File: src/rtl/core/smp_pkg.sv
// ----------------------------------------------------------------------------
// smp_pkg: shared definitions for segment max pooling
// Constants, item types and register codes used by every module but smp_ram.
// ----------------------------------------------------------------------------
package smp_pkg;

  localparam int MaxRowWidth   = 1024;
  localparam int MaxSegments   = 256;
  localparam int ValueBits     = 16;

  localparam int ColBits       = $clog2(MaxRowWidth);
  localparam int SegCountBits  = $clog2(MaxSegments);
  localparam int RowWidthBits  = 11;
  localparam int SegsBits      = 9;
  localparam int ApbAddrBits   = 3;
  localparam int ApbDataBits   = 32;

  localparam logic [RowWidthBits-1:0] RowWidthReset = RowWidthBits'(768);
  localparam logic [SegsBits-1:0]     SegsReset     = SegsBits'(256);
  localparam logic [SegsBits-1:0]     SegsLimit     = SegsBits'(MaxSegments);

  typedef enum logic [0:0] {
    RegRowWidth = 1'b0,
    RegSegsPerBatch = 1'b1
  } reg_idx_e;

  typedef struct packed {
    logic signed [ValueBits-1:0] value;
    logic [ColBits-1:0]          column;
    logic                        seg_first;
    logic                        seg_last;
    logic                        empty_segment;
  } in_item_t;

  typedef struct packed {
    logic signed [ValueBits-1:0] pooled;
    logic [ColBits-1:0]          out_column;
    logic                        row_end;
    logic                        batch_end;
  } out_item_t;

  typedef struct packed {
    logic [RowWidthBits-1:0] row_width;
    logic [SegsBits-1:0]     segments_per_batch;
  } cfg_t;

endpackage

File: src/rtl/core/smp_cfg_regs.sv
// ----------------------------------------------------------------------------
// smp_cfg_regs: configuration registers
// APB-style register file holding the row width and segments per batch.
// ----------------------------------------------------------------------------
module smp_cfg_regs (
  input  logic                               clk_i,
  input  logic                               rst_ni,
  input  logic                               psel,
  input  logic                               penable,
  input  logic                               pwrite,
  input  logic [smp_pkg::ApbAddrBits-1:0]    paddr,
  input  logic [smp_pkg::ApbDataBits-1:0]    pwdata,
  output logic [smp_pkg::ApbDataBits-1:0]    prdata,
  output logic                               pready,
  output smp_pkg::cfg_t                      cfg_o
);

  smp_pkg::cfg_t     cfg_q, cfg_d;
  smp_pkg::reg_idx_e idx;
  logic              wr_en;

  assign idx    = smp_pkg::reg_idx_e'(paddr[2]);
  assign wr_en  = psel && penable && pwrite;
  assign pready = 1'b1;

  always_comb begin
    cfg_d = cfg_q;
    if (wr_en) begin
      unique case (idx)
        smp_pkg::RegRowWidth: begin
          cfg_d.row_width = pwdata[smp_pkg::RowWidthBits-1:0];
        end
        smp_pkg::RegSegsPerBatch: begin
          cfg_d.segments_per_batch = pwdata[smp_pkg::SegsBits-1:0];
        end
      endcase
    end
  end

  always_comb begin
    unique case (idx)
      smp_pkg::RegRowWidth: begin
        prdata = smp_pkg::ApbDataBits'(cfg_q.row_width);
      end
      smp_pkg::RegSegsPerBatch: begin
        prdata = smp_pkg::ApbDataBits'(cfg_q.segments_per_batch);
      end
    endcase
  end

  always_ff @(posedge clk_i or negedge rst_ni) begin
    if (!rst_ni) begin
      cfg_q.row_width          <= smp_pkg::RowWidthReset;
      cfg_q.segments_per_batch <= smp_pkg::SegsReset;
    end else begin
      cfg_q <= cfg_d;
    end
  end

  assign cfg_o = cfg_q;

endmodule

File: config.mk
export PLATFORM = sky130hd
export DESIGN_NAME = smp_cfg_regs
export DESIGN_NICKNAME = d
export VERILOG_FILES = /design/src/rtl/core/smp_pkg.sv /design/src/rtl/core/smp_cfg_regs.sv
export SDC_FILE = /design/constraint.sdc
export NUM_CORES = 1
export LEC_CHECK = 0
export ABC_AREA = 1
export BUFFER_PORTS_ARGS = -buffer_cell sky130_fd_sc_hd__buf_4
export CAP_MARGIN = 20
export CORE_ASPECT_RATIO = 1.75
export CORE_MARGIN = 1
export CORE_UTILIZATION = 35
export DETAILED_ROUTE_END_ITERATION = 6
export MAX_ROUTING_LAYER = met4
export PLACE_DENSITY = 0.76
export SLEW_MARGIN = 15
export SYNTH_ARGS = -nofsm -noshare
export SYNTH_HDL_FRONTEND = slang
export SYNTH_SLANG_ARGS = --single-unit
File: constraint.sdc
create_clock -name clk_i -period 0.8 [get_ports clk_i]
set_input_delay 0.08 -clock clk_i [delete_from_list [all_inputs] [get_ports clk_i]]
set_output_delay 0.08 -clock clk_i [all_outputs]
set_load 0.005 [all_outputs]
==> impl_results.md, run 1 <==
* CP Launch Point: cfg_o[18]
* Placeable core area at ~0.0031 mm2
* Die Height at 77.3 um
* Register area share after synthesis at 0.444
* Worst Setup End Kind: output pin
* Register clock-pin slew on the reported worst setup and hold paths at 70 ps
* Commonest cells after routing, fill and taps aside: nand2_1, buf_4, buf_6, conb_1, nand3_1
* First-pass GRT wire length at approximately 4.1 mm
* Die Wd at 45.0 um
* Initial core utilization at 0.365
* CTS tree: built
* ANT nets after route at 0
* Max cap viols at 0
* Post-synthesis area per instance at 7.67 um2
* Ant. Diodes at 0
* Failing checks: setup timing
* Vias in the first global route at between 900 and 1,000
* Crit Path Max Fanout at 3
* Fillers at 323
* Minimum clock period at 1110 ps
* Htree depth at 1
* Met2 wire length at around 1.4 mm
* Drt drc at 0
* Distinct cells, synth at 14
* # rows at 27
* DR iter-0 viols at 20
* PwrDens at 1980 mW/mm2
* Clock root buffer: clkbuf_8
* Total GRT Usage at 0.163
* Final core occ at 0.548
* Synth Register Bits at 20
* Area Growth Syn to Fin at 50.2%
* Setup-failing EPs final at 31
* Metal3 WL at 105 um
* Highest clock rate at around 0.90 GHz
* Status: finished, violations left
* Hold Startpoint: pwdata[8]
* Overflow after GRT at 0
* Cell count after synthesis at about 150
* Cts bufs inserted at 3
* Vias post-DR at 1,092
* Commonest non-fill, non-tap cell in the layout: nand2_1
* Die area at 0.00348 mm2
* Critical path startpoint category: register
* RSZ-0062 raised after global routing: yes
* RePlAce Congestion at between 0.8 and 0.9
* Final net count at 246
* Clock sink total at 20
* Max FFs per register at 20
* HPWL Detailed at ~1.8 mm
* Ys Warns at 0
* Share of layout cells above drive strength 1 at 0.356
* CP arrival at 1030 ps
* CTS Buffer Depth at 2
* # IOs at 93
* Via density at 4.40
* Syn Std Cell Area at 0.00113 mm2
* Layout Skew at 0 ps
* Port bufs at 47
* Routed metal-1 wire length at 1.02 mm
* Worst-skew pair later-pin latency at 250 ps
* Maximum VDD drop at 1.69 mV
* LEAKAGE at 0.964 nW
* Setup Total Neg Slack at -3990 ps
* DR top layer: met4
* WP data required at 720 ps
* Critical register-to-register path startpoint: cfg_o[7]
* Final Max Tran Viols at 0
* Drt wl/cell at 10.3 um
* Reg area at 504 um2
* Total wire length at 2.55 mm
* Drt pass-1 iters at 4
* Fin worst setup slack at -315 ps
* Area of the multi-input gates at ~470 um2
* Worst hold margin at about 55 ps
* Largest net degree at the start of global routing at 21
* Crit path kind: register to output pin
* Crit share post-route at 1.39
* Endpoints failing hold at 0
* Initial antenna violation count at 0
* Worst hold path type: input port to register
[where the power goes]
| part | internal, W | switching [W] |
|---|---|---|
| registers | 0.00122 | 0.000185 |
| clock network | 0.000437 | 0.000312 |
| logic | 0.000767 | 0.000441 |
[stage by stage]
step / power [W] / area [um2] / worst slack, ps / std cells
2_1_floorplan: 0.00180 / 1210 / 62.6 / 168
3_3_place_gp: 0.00232 / 1480 / -25.8 / 235
3_5_place_dp: 0.00234 / 1480 / -37.3 / 235
4_1_cts: 0.00331 / 1650 / -323 / 244
5_1_grt: 0.00357 / 1700 / -347 / 248
6_report: 0.00337 / 1700 / -315 / 248
[cells in the mapped netlist]
cell     count  share of area
inv_2        2         0.0066
nand4_2      1          0.011
conb_1       2         0.0066
dfstp_2      3          0.069
dfrtp_1     17           0.37
nand2_1     68           0.22
nand4_1      1         0.0055
nor2_2       1         0.0055
nand3_1     20          0.088
buf_4       25           0.17
buf_2        2         0.0088
inv_1        2         0.0066
buf_6        2          0.020
nor2_1       2         0.0066
[final timing paths]
check / endpoint / slack (ps) / cells after the start
worst min-delay path: cfg_o[17] / 60 / 3
worst min register to register: cfg_o[17] / 490 / 2
min in group asynchronous: cfg_o[2] / 230 / 2
max in group asynchronous: cfg_o[8] / 300 / 2
worst max-delay path: prdata[9] / -310 / 3
worst max register to register: cfg_o[7] / 30 / 3
[routing by layer]
metal / GRT usage / vias up
li1: - / 529
met4: 0.0727 / 0
met5: - / -
met2: 0.271 / 50
met1: 0.190 / 511
met3: 0.0141 / 2
[critical path, cell delays in order, from the launching register on]
cell and delay (ps):
dfstp_2 550, inv_1 40, nor2_1 80, buf_4 110
[cell families (layout without fill, tap and decap cells)]
logic type,after synthesis,after routing,share of synthesized area
other,2,22,0.00662
DFF,20,20,0.444
buffers and inverters,33,70,0.207
and+or+nand+nor,93,93,0.342
[area by class of cell]
cell class | count | share of cell area
clock buffers | 4 | 0.0323
inverters | 4 | 0.00881
multi-input cells | 115 | 0.278
flip-flops and latches | 20 | 0.296
well taps | 43 | 0.0316
repair buffers | 62 | 0.354
[what timing repair did]
action | in CTS | in global routing
pin swaps | 23 | 6
setup endpoints to repair | 31 | 32
buffers inserted | 4 | 4
endpoints found under the hold margin | 20 | 0
resized for setup | 21 | 6
hold buffers | 1 | 0
Note: power is estimated with default switching activity, not from simulation.
==> inputs of run 2 (changes only) <==
--- a/config.mk
+++ b/config.mk
@@ -5,15 +5,15 @@
 export SDC_FILE = /design/constraint.sdc
 export NUM_CORES = 1
 export LEC_CHECK = 0
-export ABC_AREA = 1
 export BUFFER_PORTS_ARGS = -buffer_cell sky130_fd_sc_hd__buf_4
 export CAP_MARGIN = 20
 export CORE_ASPECT_RATIO = 1.75
 export CORE_MARGIN = 1
-export CORE_UTILIZATION = 35
+export CORE_UTILIZATION = 34
 export DETAILED_ROUTE_END_ITERATION = 6
 export MAX_ROUTING_LAYER = met4
 export PLACE_DENSITY = 0.76
+export REMOVE_ABC_BUFFERS = 1
 export SLEW_MARGIN = 15
 export SYNTH_ARGS = -nofsm -noshare
 export SYNTH_HDL_FRONTEND = slang
==> constraint.sdc (replaced) <==
create_clock -name clk_i -period 0.8 [get_ports clk_i]
set_input_delay 0.08 -clock clk_i [delete_from_list [all_inputs] [get_ports clk_i]]
set_output_delay 0.08 -clock clk_i [all_outputs]
set_load 0.05 [all_outputs]
==> impl_results.md, run 2 <==
* Post-synthesis area per instance at 13.5 um2 (+76%)
* Clock group share of total power at 0.112 (-0.111)
* Share of layout cells above drive strength 1 at 0.730 (+0.374)
* Register clock-pin slew on the reported worst setup and hold paths at 70 ps (about the same)
* Worst-skew pair later-pin latency at 250 ps (about the same)
* Drt pass-1 iters at 4 (unchanged)
* Syn Std Cell Area at 0.00107 mm2 (-5.8%)
* Post-synth top flop: dfrtp_1
* Die Wd at 44.4 um (-1.5%)
* Commonest non-fill, non-tap cell in the layout: buf_6
* Post-synth top cells: mux2_2, buf_4, dfrtp_1
* P_sw at 0.00256 W (+170%)
* Htree depth at 1 (unchanged)
* Tot Pwr at 0.00596 W (+77%)
* Crit path kind: register to output pin
* Combinational fraction of design power at 0.650 (+0.291)
* CTS Buffer Depth at 2 (unchanged)
* Endpoints failing hold at 0 (unchanged)
* Critical path startpoint category: register
* Drt wl/cell at 14.2 um (+39%)
* Overflow after GRT at 0 (unchanged)
* End of the worst register-to-register path: cfg_o[17]
* Ys Warns at 0 (unchanged)
* RePlAce Congestion at 0.665 (-20%)
* Delay of the slowest cell on the worst path at 400 ps (-150 ps)
* Vias in the first global route at 831 (-8.8%)
* CTS tree: built
* Max cap viols at 0 (unchanged)
* Reg2reg setup slack at -110 ps (-140 ps)
* Hold Path Sink: cfg_o[19]
* Top post-synthesis cells by area: dfrtp_1, mux2_2, buf_4, dfstp_2, nand4b_4
* Distinct cells, synth at 10 (-4)
* Placed Area at 0.00150 mm2 (+1.6%)
* Clock root buffer: clkbuf_8
* LEAKAGE at 1.04 nW (+7.5%)
* # IOs at 93 (unchanged)
* Worst Setup End Kind: output pin
* ANT nets after route at 0 (unchanged)
* Status: finished, violations left
* Via density at 4.30 (-2.4%)
* Crit share post-route at 1.47 (+0.0739)
* DR iter-0 viols at 10 (-50%)
* Pint at 0.00340 W (+40%)
* Synth Register Bits at 20 (unchanged)
* Sw Share at 0.429 (+0.151)
* WP data required at 720 ps (about the same)
* First-pass GRT wire length at 4.00 mm (-2.7%)
* Total GRT Usage at 0.164 (+0.00156)
* PwrDens at 3000 mW/mm2 (+52%)
* Synth top area share at 0.398 (+0.0233)
* Register area share after synthesis at 0.472 (+0.0276)
* CP arrival at 1090 ps (+60 ps)
* Die Height at 76.2 um (-1.5%)
* Crit Path Max Fanout at 2 (-1)
* Commonest cells after routing, fill and taps aside: buf_6, buf_8, conb_1, mux2_4, buf_4
* Cell count after synthesis at 79 (-47%)
* Minimum clock period at 1170 ps (+59.2 ps)
* Die area at 0.00338 mm2 (-3.0%)
* Failing checks: setup timing
* HPWL Detailed at 1.72 mm (-6.1%)
* Post-synth EDFFs at 0 (unchanged)
* Cts bufs inserted at 3 (unchanged)
* Cell area after layout at 0.00199 mm2 (+17%)
* Placeable core area at 0.00296 mm2 (-4.8%)
* Worst r2r path cells at 3 (unchanged)
* Vias post-DR at 834 (-24%)
* Worst hold path type: input port to register
* Drt drc at 0 (unchanged)
* Final Max Tran Viols at 0 (unchanged)
* Ant. Diodes at 0 (unchanged)
* Highest clock rate at 0.852 GHz (-5.0%)
* Setup-failing EPs final at 50 (+61%)
* Maximum VDD drop at 1.97 mV (+17%)
* Most frequent cell after synthesis: mux2_2
* Max stage delay cell, worst path: dfrtp_1
* Flop pwr share at 0.238 (-0.181)
* Yosys top cell by area: dfrtp_1
* Worst path buffer plus inverter count at 1 (-1)
* Port bufs at 47 (unchanged)
* Area Growth Syn to Fin at 85.8%
* Layout Skew at 0 ps (unchanged)
* Final net count at 193 (-22%)
* Synth async-reset ratio at 1.00 (unchanged)
* # rows at 26 (-3.7%)
* Hold Startpoint: pwdata[10]
* Hold path cells at 2 (-1)
* Top delay family on crit path: flip-flops
* Initial core utilization at 0.361 (-0.00419)
* Initial antenna violation count at 0 (unchanged)
* Total wire length at 2.76 mm (+8.4%)
* Fin worst setup slack at -374 ps (-59.2 ps)
* Largest net degree at the start of global routing at 21 (unchanged)
* Max FFs per register at 20 (unchanged)
* RSZ-0062 raised after global routing: yes
* Worst path cell trace: mux2_2, buf_6
* Critical register-to-register path startpoint: cfg_o[17]
* Clock sink total at 20 (unchanged)
-- run 2: repair_timing --
action	4_1_cts	5_1_grt
setup endpoints to repair	45	50
hold endpoints to repair	20	0
setup buffers	7	5
hold buffers	1	0
resized for setup	80	22
-- run 2: through the flow --
step                hold WS (ps)  setup TNS [ps]  setup slack (ps)  utilization  instances
floorplan                   -216           -8020              -722            -         75
detailed placement         -25.6           -4710              -186        0.508        182
global placement           -30.5           -4470              -168        0.508        182
global route                52.9          -10610              -401        0.671        194
finish                      60.8           -9390              -374        0.671        194
CTS                         52.8           -9300              -366        0.640        192
-- run 2: layer usage --
metal	share of wire	routed length, um	GRT usage	up-vias
met5	0	0	-	-
met4	0.014	38	0.0545	0
met3	0.046	126	0.0142	4
met2	0.60	1660	0.300	43
met1	0.34	939	0.175	417
li1	-	-	-	370
-- run 2: cell families after synthesis --
group,Yosys count,share of synthesized area
flops,20,0.472
buf+inv,24,0.170
other cells,2,0.00703
mux,29,0.306
simple gates,4,0.0457
-- run 2: worst max path at each step --
| stage | slack [ps] | end | depth (start not counted) | from |
|---|---|---|---|---|
| floorplan | -720 | prdata[9] | 1 | cfg_o[18] |
| global placement | -170 | cfg_o[19] | 3 | paddr[2] |
| detailed placement | -190 | cfg_o[9] | 3 | paddr[2] |
| CTS | -370 | prdata[8] | 2 | cfg_o[8] |
| global route | -400 | prdata[4] | 2 | cfg_o[13] |
| finish | -370 | prdata[7] | 2 | cfg_o[7] |
-- run 2: power by group through the flow --
stage,Clock (W),Sequential (W),Combinational (W)
floorplan,0,0.00221,0.00103
global placement,0,0.00139,0.00279
detailed placement,0,0.00140,0.00282
CTS,0.000695,0.00140,0.00364
global route,0.000733,0.00144,0.00399
finish,0.000668,0.00142,0.00388
-- run 2: final cells by class --
type | instances | area [um2]
Multi-Input combinational cell | 55 | 552
Timing Repair Buffer | 73 | 832
Clock buffer | 4 | 45.0
Fill cell | 232 | 975
Sequential cell | 20 | 504
Tap cell | 42 | 52.6
